**config.mk**
```make
export PLATFORM = sky130hd
export DESIGN_NAME = sor_walk
export DESIGN_NICKNAME = d
export VERILOG_FILES = /design/src/hw/rtl/sor_pkg.sv /design/src/hw/rtl/sor_walk.sv
export SDC_FILE = /design/constraint.sdc
export NUM_CORES = 1
export LEC_CHECK = 0
export ABC_AREA = 1
export BUFFER_PORTS_ARGS = -buffer_cell sky130_fd_sc_hd__buf_2
export CORE_MARGIN = 3
export CORE_UTILIZATION = 45
export CTS_CLUSTER_SIZE = 8
export DETAILED_ROUTE_END_ITERATION = 8
export PLACE_DENSITY = 0.59
export SYNTH_ARGS = -nofsm -noshare
export SYNTH_HDL_FRONTEND = slang
export SYNTH_SLANG_ARGS = --single-unit
```
**constraint.sdc**
```tcl
create_clock -name clock -period 14.35 [get_ports clock]
set_clock_uncertainty 0.15 [all_clocks]
set_input_delay 0.7175 -clock clock [delete_from_list [all_inputs] [get_ports clock]]
set_output_delay 0.7175 -clock clock [all_outputs]
set_load 0.03 [all_outputs]
```
**src/hw/rtl/sor_pkg.sv**
```systemverilog
// Shared types and constants for the spiral order reader.
// Used by sor_walk, spiral_order_reader, sor_checker and tb_top; depends on nothing.
package sor_pkg;

   // Defaults for the top-level parameters
   localparam int MAX_DIM_DEFAULT    = 64;
   localparam int DATA_WIDTH_DEFAULT = 32;

   // Fixed field widths
   localparam int ELEM_WIDTH      = 32;
   localparam int CFG_WIDTH       = 7;
   localparam int CSR_INDEX_WIDTH = 2;

   // Register indexes on the configuration port
   localparam logic [CSR_INDEX_WIDTH-1:0] REG_ROW_COUNT = CSR_INDEX_WIDTH'(0);
   localparam logic [CSR_INDEX_WIDTH-1:0] REG_COL_COUNT = CSR_INDEX_WIDTH'(1);

   // Item kind carried in req_tuser
   typedef enum logic [1:0] {
      MODE_WRITE   = 2'd0,
      MODE_FETCH   = 2'd1,
      MODE_RESTART = 2'd2
   } mode_type;

   // Result status carried in rsp_tuser
   typedef enum logic [1:0] {
      ST_OK         = 2'd0,
      ST_EXHAUSTED  = 2'd1,
      ST_NOT_LOADED = 2'd2
   } status_type;

   // Fetch outcome handed from the walk control to the result path
   typedef struct packed {
      logic       fire;
      logic       last;
      status_type status;
   } fetch_info_type;

endpackage

```
**src/hw/rtl/sor_walk.sv**
```systemverilog
// Control of the spiral order reader: dimension registers, load counters,
// spiral bounds and walk position; issues store accesses. Uses sor_pkg.
module sor_walk #(
   parameter int MAX_DIM    = sor_pkg::MAX_DIM_DEFAULT,
   parameter int ADDR_WIDTH = 12
) (
   input  logic                                clock,
   input  logic                                reset,
   input  logic                                csr_fire,
   input  logic [sor_pkg::CSR_INDEX_WIDTH-1:0] csr_index,
   input  logic [sor_pkg::CFG_WIDTH-1:0]       csr_data,
   input  logic                                item_fire,
   input  logic [1:0]                          item_mode,
   output logic                                wr_en,
   output logic [ADDR_WIDTH-1:0]               wr_addr,
   output logic                                rd_en,
   output logic [ADDR_WIDTH-1:0]               rd_addr,
   output sor_pkg::fetch_info_type             fetch_info
);
   import sor_pkg::*;

   // Widths: index into a row or column, dimension, signed bound, counts
   localparam int IW = (MAX_DIM > 1) ? $clog2(MAX_DIM) : 1;
   localparam int DW = $clog2(MAX_DIM + 1);
   localparam int BW = DW + 1;
   localparam int EW = (CFG_WIDTH > DW) ? CFG_WIDTH : DW;
   localparam int TW = $clog2(MAX_DIM * MAX_DIM + 1);

   logic [CFG_WIDTH-1:0] rows_ff, rows_in, cols_ff, cols_in;
   logic [TW-1:0]        load_cnt_ff, load_cnt_in, emit_cnt_ff, emit_cnt_in;
   logic [IW-1:0]        load_row_ff, load_row_in, load_col_ff, load_col_in;
   logic [IW-1:0]        walk_row_ff, walk_row_in, walk_col_ff, walk_col_in;
   logic [1:0]           dir_ff, dir_in;
   logic signed [BW-1:0] top_ff, top_in, bot_ff, bot_in;
   logic signed [BW-1:0] left_ff, left_in, right_ff, right_in;

   logic [DW-1:0]        eff_rows, eff_cols, new_rows, new_cols;
   logic [TW-1:0]        total;
   logic                 restart;
   logic                 loaded;
   logic signed [BW-1:0] walk_row_s, walk_col_s, bound_dec;

   // Register value clamped to MAX_DIM
   function automatic logic [DW-1:0] eff_dim(input logic [CFG_WIDTH-1:0] r);
      logic [DW-1:0] res;
      if (EW'(r) > EW'(MAX_DIM)) begin
         res = DW'(MAX_DIM);
      end else begin
         res = DW'(r);
      end
      return res;
   endfunction

   assign eff_rows = eff_dim(rows_ff);
   assign eff_cols = eff_dim(cols_ff);
   assign total    = TW'(eff_rows) * TW'(eff_cols);
   assign loaded   = (load_cnt_ff >= total);

   assign walk_row_s = $signed(BW'(walk_row_ff));
   assign walk_col_s = $signed(BW'(walk_col_ff));

   // Store addresses, row-major with a stride of MAX_DIM
   assign wr_addr = ADDR_WIDTH'(load_row_ff) * ADDR_WIDTH'(MAX_DIM) + ADDR_WIDTH'(load_col_ff);
   assign rd_addr = ADDR_WIDTH'(walk_row_ff) * ADDR_WIDTH'(MAX_DIM) + ADDR_WIDTH'(walk_col_ff);

   // Next state
   always_comb begin
      rows_in     = rows_ff;
      cols_in     = cols_ff;
      load_cnt_in = load_cnt_ff;
      load_row_in = load_row_ff;
      load_col_in = load_col_ff;
      emit_cnt_in = emit_cnt_ff;
      walk_row_in = walk_row_ff;
      walk_col_in = walk_col_ff;
      dir_in      = dir_ff;
      top_in      = top_ff;
      bot_in      = bot_ff;
      left_in     = left_ff;
      right_in    = right_ff;
      restart     = 1'b0;
      bound_dec   = '0;
      wr_en       = 1'b0;
      rd_en       = 1'b0;
      fetch_info  = '{fire: 1'b0, last: 1'b0, status: ST_OK};

      if (csr_fire) begin
         // Register write, then restart with the new dimensions
         if (csr_index == REG_ROW_COUNT) begin
            rows_in = csr_data;
            restart = 1'b1;
         end else if (csr_index == REG_COL_COUNT) begin
            cols_in = csr_data;
            restart = 1'b1;
         end
      end else if (item_fire) begin
         case (mode_type'(item_mode))
            MODE_WRITE: begin
               if (!loaded) begin
                  wr_en       = 1'b1;
                  load_cnt_in = load_cnt_ff + 1'b1;
                  if ((DW'(load_col_ff) + 1'b1) >= eff_cols) begin
                     load_col_in = '0;
                     load_row_in = load_row_ff + 1'b1;
                  end else begin
                     load_col_in = load_col_ff + 1'b1;
                  end
               end
            end
            MODE_RESTART: begin
               restart = 1'b1;
            end
            MODE_FETCH: begin
               fetch_info.fire = 1'b1;
               if (!loaded) begin
                  fetch_info.status = ST_NOT_LOADED;
               end else if (emit_cnt_ff >= total) begin
                  fetch_info.status = ST_EXHAUSTED;
               end else begin
                  rd_en           = 1'b1;
                  emit_cnt_in     = emit_cnt_ff + 1'b1;
                  fetch_info.last = ((emit_cnt_ff + 1'b1) == total);
                  // Step past the element just read
                  case (dir_ff)
                     2'd0: begin
                        if (walk_col_s < right_ff) begin
                           walk_col_in = walk_col_ff + 1'b1;
                        end else begin
                           top_in      = top_ff + 1'b1;
                           dir_in      = 2'd1;
                           walk_row_in = IW'($unsigned(top_in));
                        end
                     end
                     2'd1: begin
                        if (walk_row_s < bot_ff) begin
                           walk_row_in = walk_row_ff + 1'b1;
                        end else begin
                           bound_dec   = right_ff - 1'b1;
                           right_in    = bound_dec;
                           dir_in      = 2'd2;
                           walk_col_in = bound_dec[BW-1] ? '0 : IW'($unsigned(bound_dec));
                        end
                     end
                     2'd2: begin
                        if (walk_col_s > left_ff) begin
                           walk_col_in = walk_col_ff - 1'b1;
                        end else begin
                           bound_dec   = bot_ff - 1'b1;
                           bot_in      = bound_dec;
                           dir_in      = 2'd3;
                           walk_row_in = bound_dec[BW-1] ? '0 : IW'($unsigned(bound_dec));
                        end
                     end
                     default: begin
                        if (walk_row_s > top_ff) begin
                           walk_row_in = walk_row_ff - 1'b1;
                        end else begin
                           left_in     = left_ff + 1'b1;
                           dir_in      = 2'd0;
                           walk_col_in = IW'($unsigned(left_in));
                        end
                     end
                  endcase
               end
            end
            default: begin
            end
         endcase
      end

      // Restart clears loading and the walk
      if (restart) begin
         new_rows    = eff_dim(rows_in);
         new_cols    = eff_dim(cols_in);
         load_cnt_in = '0;
         load_row_in = '0;
         load_col_in = '0;
         emit_cnt_in = '0;
         walk_row_in = '0;
         walk_col_in = '0;
         dir_in      = 2'd0;
         top_in      = '0;
         left_in     = '0;
         bot_in      = $signed(BW'(new_rows)) - 1'b1;
         right_in    = $signed(BW'(new_cols)) - 1'b1;
      end else begin
         new_rows = '0;
         new_cols = '0;
      end
   end

   // State registers
   always_ff @(posedge clock) begin
      if (reset) begin
         rows_ff     <= CFG_WIDTH'(1);
         cols_ff     <= CFG_WIDTH'(1);
         load_cnt_ff <= '0;
         load_row_ff <= '0;
         load_col_ff <= '0;
         emit_cnt_ff <= '0;
         walk_row_ff <= '0;
         walk_col_ff <= '0;
         dir_ff      <= 2'd0;
         top_ff      <= '0;
         bot_ff      <= '0;
         left_ff     <= '0;
         right_ff    <= '0;
      end else begin
         rows_ff     <= rows_in;
         cols_ff     <= cols_in;
         load_cnt_ff <= load_cnt_in;
         load_row_ff <= load_row_in;
         load_col_ff <= load_col_in;
         emit_cnt_ff <= emit_cnt_in;
         walk_row_ff <= walk_row_in;
         walk_col_ff <= walk_col_in;
         dir_ff      <= dir_in;
         top_ff      <= top_in;
         bot_ff      <= bot_in;
         left_ff     <= left_in;
         right_ff    <= right_in;
      end
   end

endmodule

```
==> results.ini, run 1 <==
[timing]
fmax_mhz = 130
tightest_slew_ns = 1.07
maxSlewHeadroom_pct = 28.3
fin_setup_tns_ns = 0
hold_viol_final = 0
fin_worst_hold_slack_ns = 0.338
rsz0062_at_grt = false
finalCriticalPeriod_ns = 7.71
setup_viol = 0
finalCritPeriodShare_pct = 53.7
slew_violations = 0

[synth]
netlist_instances = 1409
yosysWarnings = 0
yosysMostFrequentCell = nand2_1
synthTopCellsByArea = dfxtp_1 (21%), ha_1 (14%), nand2_1 (13%)
synth_commonest_cells = nand2_1 (331), inv_1 (210), nor2_1 (205)
syn_area_per_cell_sq_um = 6.59
ys_seq_area_share_pct = 21.1
synth_edf_count = 0
synth_fp_nets = 1552
yosysTopAreaCell = dfxtp_1
synth.distinct_cells = 46
yosysTopAreaCellShare_pct = 21.1
synth_seq_cells = 98
async_flop_share_pct = 0
synthFlopType = dfxtp_1
synth_area_sq_um = 9280

[global_route]
grt_pass1_wl_mm = 40.6
grt_max_degree = 41
grt_usage_pct = 22.3
grtUsageMet2_pct = 39.2
grt.met1_usage_pct = 29.1
grt-busiest-layer = met2
grt_pass1_vias = 8270
grt_util_met3_pct = 2.67
antenna_found_initial = 0
overflow = 0

[drt]
wirelength_mm = 23.9
post-route-drc-count = 0
first_pass_iters = 5
num_vias = 8610
first_iter_violations = 495
wire_per_inst_um = 14.0
viasPerCell = 5.03
final_antenna_net_count = 0

[critical_path]
crit_slowest_cell = fa_1
worstPathMaxFanout = 27
r2r_end = load_col_ff[0]$_SDFFE_PP0P_
startpoint = rows_ff[0]$_SDFF_PP1_
critical-path-max-stage-delay_ns = 0.55
critPathLaunchType = register
cp_data_required_time_ns = 13.48
worstRegToRegCells = 38
crit_type = register to primary output
worst-r2r-setup-slack_ns = 7.39
critPathBufInv = 10
crit_top_cell = nand2_1
worst_setup_path_end_kind = primary output
path_delay_family = adder cells
worstPathArrival_ns = 6.84
r2r_start = rows_ff[0]$_SDFF_PP1_
crit_path_end = wr_en
path_depth = 36

[clock_network]
post-cts-setup-buffers = 0
numCtsBuffers = 9
hold_buffers = 0
worstSkewPairLatency_ns = 0.35
cts_sinks = 98
cts_max_level = 3
cts-root-buf = clkbuf_16
cts.repair.resized = 0
cts_tree = yes
clock_path_buffers = 2
cts.clk_slew.worst_paths_ns = 0.07

[layout]
drive_above_1_share_pct = 8.64
multi_input_area_sq_um = 6370
n_antenna_cell = 0
fillers = 2100
final_nets = 1585
seqCellArea_sq_um = 1960
final_cell_area_sq_um = 10000
area.growth.synth_to_final_pct = 7.74

[placement]
placed_cell_area_sq_um = 9710
gp_congestion = 0.882
portBuffers = 44
dpl.hpwl_mm = 19.2

[die]
die_h_um = 150
core_area_sq_um = 19800
fp.dieW_um = 150
dieArea_sq_um = 22400
ios = 45
rows = 51
start_util_pct = 46.8

[flow_run]
drv_cap = 0

[outcome]
status = complete, no violations

[power_and_ir_drop]
switchingPower_uw = 255
power_frac_seq_pct = 39.1
ir_worst_vdd_v = 0.0000686
power_switching_share_pct = 34.8
combPwrFrac_pct = 26.1
leakage_uw = 0.00488
clockPowerShare_pct = 34.8
p_int_uw = 477
p_per_area_nw_per_um2 = 73.2

[min_path]
min-delay-path-class = register to register

## how the worst min path moves through the flow
stage | start | endpoint | slack (ns) | cells after the start
after floorplan | left_ff[3]$_SDFFE_PP0P_ | left_ff[3]$_SDFFE_PP0P_ | 0.30 | 2
after CTS | left_ff[3]$_SDFFE_PP0P_ | left_ff[3]$_SDFFE_PP0P_ | 0.34 | 2
after detailed placement | left_ff[3]$_SDFFE_PP0P_ | left_ff[3]$_SDFFE_PP0P_ | 0.33 | 2
after global routing | load_cnt_ff[11]$_SDFFE_PP0P_ | load_cnt_ff[11]$_SDFFE_PP0P_ | 0.36 | 2
final | left_ff[3]$_SDFFE_PP0P_ | left_ff[3]$_SDFFE_PP0P_ | 0.34 | 2
after global placement | left_ff[7]$_SDFFE_PP0P_ | left_ff[7]$_SDFFE_PP0P_ | 0.32 | 2
## area by class of cell
type                    instances  share of cell area [%]
clock buffers                  10                    2.29
clock inverters                 6                   0.651
inverters                     218                    8.18
multi-input cells            1070                    63.7
flip-flops and latches         98                    19.6
well taps                     265                    3.32
repair buffers                 45                    2.28
## worst reg2reg max path, delay by kind of cell, from the launching register on
family                   cells  cell delay [ns]
adder cells (fa/ha/maj)      6             2.78
AND/OR/NAND/NOR             18             2.16
buffers and inverters        9             0.68
AO/OA/AOI/OAI                4             0.58
flip-flops                   1             0.32
XOR/XNOR                     1             0.18
## layer usage
metal | vias to the layer above | share of wire (%)
li1 | 4566 | -
met4 | 0 | 1.8
met5 | - | 0
met2 | 107 | 48
met3 | 29 | 2.2
met1 | 3908 | 48
## flip-flops by register name, summed over array words and instances, names as in the netlist
signal,flops
bot_ff,8
cols_ff,7
dir_ff,2
emit_cnt_ff,13
left_ff,8
load_cnt_ff,13
load_col_ff,6
load_row_ff,6
right_ff,8
rows_ff,7
top_ff,8
walk_col_ff,6
walk_row_ff,6
## layout by cell type, fill, tap and decap left out, types with 3 or more instances in the layout
| cell | count |
|---|---|
| nand2_1 | 331 |
| inv_1 | 210 |
| nor2_1 | 204 |
| ha_1 | 103 |
| dfxtp_1 | 98 |
| a21oi_1 | 71 |
| nand3_1 | 68 |
| o21ai_0 | 51 |
| buf_2 | 44 |
| xor2_1 | 42 |
| nor3_1 | 26 |
| fa_1 | 25 |
| nand4_1 | 24 |
| nand2_2 | 21 |
| o21ai_1 | 13 |
| xnor2_1 | 12 |
| or2_2 | 9 |
| clkbuf_16 | 9 |
| inv_2 | 8 |
| nor2_4 | 8 |
| o21bai_1 | 6 |
| nand3_2 | 6 |
| o22ai_1 | 6 |
| o211ai_1 | 5 |
| o31ai_1 | 3 |
| nor2_2 | 3 |
| a21oi_2 | 3 |
| nand3b_1 | 3 |
| o21a_1 | 3 |
| a22oi_1 | 3 |
| nor3b_1 | 3 |
## through the flow
| stage | setup slack [ns] | power [uW] | util, % | instances |
|---|---|---|---|---|
| after global placement | 7.12 | 482 | 48.9 | 1696 |
| after floorplan | 7.57 | 436 | - | 1409 |
| after CTS | 6.59 | 737 | 50.4 | 1712 |
| after detailed placement | 6.99 | 483 | 48.9 | 1696 |
| after global routing | 6.11 | 776 | 50.4 | 1712 |
| final | 6.64 | 732 | 50.4 | 1712 |
## logic make-up after synthesis
family	synth area share (%)
simple gates	33.5
buf+inv	10.3
compound gates	10.7
fa+ha+maj	19.3
flops	21.1
xor+xnor	5.10
## power groups by stage
stage | Combinational, uW | Clock (uW) | Sequential [uW]
6_report | 191 | 255 | 286
3_3_place_gp | 190 | 0 | 292
3_5_place_dp | 191 | 0 | 292
4_1_cts | 192 | 260 | 286
2_1_floorplan | 144 | 0 | 292
5_1_grt | 217 | 271 | 287
(Power assumes the default switching activity.)
==> run 2, diff against run 1 <==
Clock period 14.35 ns to 7.2 ns, I/O delays scaled along.
==> results.ini, run 2 (synthesized netlist as in run 1, its figures left out) <==
[outcome]
status = complete, no violations

[global_route]
overflow = 0  ; unchanged
grt_usage_pct = 21.9  ; -0.37 points
grt_pass1_wl_mm = 39.8  ; -2.1%
grt_max_degree = 41  ; unchanged
antenna_found_initial = 0  ; unchanged
grt_pass1_vias = 8071  ; -2.4%

[critical_path]
crit_slowest_cell = fa_1
critPathLaunchType = register
worst_setup_path_end_kind = primary output
crit_top_cell = nand2_1
crit_type = register to primary output
cp_data_required_time_ns = 6.69  ; -6.79 ns
worstPathMaxFanout = 6  ; -78%
critical-path-max-stage-delay_ns = 0.54  ; about the same
worstPathArrival_ns = 6.38  ; -0.46 ns

[placement]
placed_cell_area_sq_um = 9740  ; +0.31%
gp_congestion = 0.866  ; -1.9%
numPlacedInstances = 1700  ; +0.24%
portBuffers = 44  ; unchanged
dpl.hpwl_mm = 19.0  ; -0.92%

[layout]
seqCellArea_sq_um = 1960  ; unchanged
final_cell_area_sq_um = 10200  ; +2.2%
final_cell_mix = nand2_1 (330), inv_1 (204), nor2_1 (194)
reg_top3 = emit_cnt_ff (13), load_cnt_ff (13)
multi_input_area_sq_um = 6510  ; +2.3%
final_nets = 1593  ; +0.50%
final_common_cell = nand2_1
drive_above_1_share_pct = 10.9  ; +2.3 points
n_antenna_cell = 0  ; unchanged
instances_no_fill = 1720  ; +0.47%
area.growth.synth_to_final_pct = 10.1
fillers = 2069  ; -1.5%

[min_path]
min-delay-path-class = input pin to register

[clock_network]
cts-root-buf = clkbuf_16
hold_buffers = 0  ; unchanged
cts_tree = yes
cts_sinks = 98  ; unchanged
clock_path_buffers = 2  ; unchanged
numCtsBuffers = 9  ; unchanged
cts.clk_slew.worst_paths_ns = 0.07  ; about the same
worstSkewPairLatency_ns = 0.35  ; about the same
cts_max_level = 3  ; unchanged

[power_and_ir_drop]
p_per_area_nw_per_um2 = 144  ; +96%
leakage_uw = 0.00492  ; +0.89%
total_power_uw = 1470  ; +100%
ir_worst_vdd_v = 0.000111  ; +62%

[timing]
slew_violations = 0  ; unchanged
tightest_slew_ns = 1.06  ; -0.0185 ns
rsz0062_at_grt = true
finalCriticalPeriod_ns = 6.89
maxSlewHeadroom_pct = 29.6  ; +1.2 points
finalCritPeriodShare_pct = 95.6
hold_viol_final = 0  ; unchanged
setup_viol = 0  ; unchanged
fmax_mhz = 145

[die]
dieArea_sq_um = 22400  ; unchanged
ios = 45  ; unchanged
start_util_pct = 46.8  ; unchanged
fp.dieW_um = 150  ; unchanged
die_h_um = 150  ; unchanged
core_area_sq_um = 19800  ; unchanged
rows = 51  ; unchanged

[flow_run]
drv_cap = 0  ; unchanged

[drt]
post-route-drc-count = 0  ; unchanged
wire_per_inst_um = 13.7  ; -1.7%
wirelength_mm = 23.6  ; -1.2%
viasPerCell = 4.99  ; -0.78%
first_iter_violations = 342  ; -31%
num_vias = 8583  ; -0.31%
final_antenna_net_count = 0  ; unchanged
first_pass_iters = 4  ; -1

run 2: worst paths after layout:
| kind | startpoint | end | slack [ns] | cells after the start |
|---|---|---|---|---|
| min reg2reg | left_ff[7]$_SDFFE_PP0P_ | left_ff[7]$_SDFFE_PP0P_ | 0.34 | 2 |
| max reg2reg | rows_ff[2]$_SDFF_PP0_ | load_col_ff[2]$_SDFFE_PP0P_ | 0.64 | 34 |
| min | csr_data[1] | cols_ff[1]$_SDFF_PP0_ | 0.19 | 3 |
| max | rows_ff[2]$_SDFF_PP0_ | fetch_info[1] | 0.31 | 32 |
run 2: worst max-delay path: cells and delay by family (launching register included):
family | cells | cell delay (ns)
adders and majority gates | 6 | 2.70
and+or+nand+nor | 14 | 1.31
buffers and inverters | 8 | 0.76
AOI/OAI and AO/OA | 3 | 0.56
xor gates and xnor gates | 1 | 0.37
DFF | 1 | 0.32
run 2: metrics by stage:
step	setup TNS [ns]	utilization, %	hold WS [ns]	setup slack [ns]
3_3_place_gp	0	49.1	0.320	0.537
3_5_place_dp	0	49.1	0.325	0.354
2_1_floorplan	0	-	0.282	0.775
4_1_cts	0	50.6	0.190	0.125
6_report	0	51.5	0.192	0.314
5_1_grt	-0.182	51.5	0.213	-0.0778
run 2: timing repair:
action / CTS / global route
setup endpoints to repair: 1 / 15
gates resized for setup: 0 / 42
pin swaps: 0 / 7
buffers inserted: 2 / 2
run 2: layer usage:
metal / share of wire, % / track usage (%)
met3: 1.6 / 1.88
met1: 48 / 29.0
met2: 49 / 38.6
met5: 0 / 0
met4: 1.1 / 5.40
run 2: final cells by class:
class                      count  share of cell area, %
tap                          265                   3.24
multi-input combinational   1070                   63.7
clock inverter                 5                  0.612
sequential                    98                   19.2
inverter                     218                   8.01
clock buffer                  11                   2.28
timing repair buffer          53                   2.97
run 2: power breakdown:
group	switching, uW	total [uW]	internal, uW
Combinational	261	392	131
Sequential	14.7	570	556
Clock	234	506	272
Total	510	1470	959
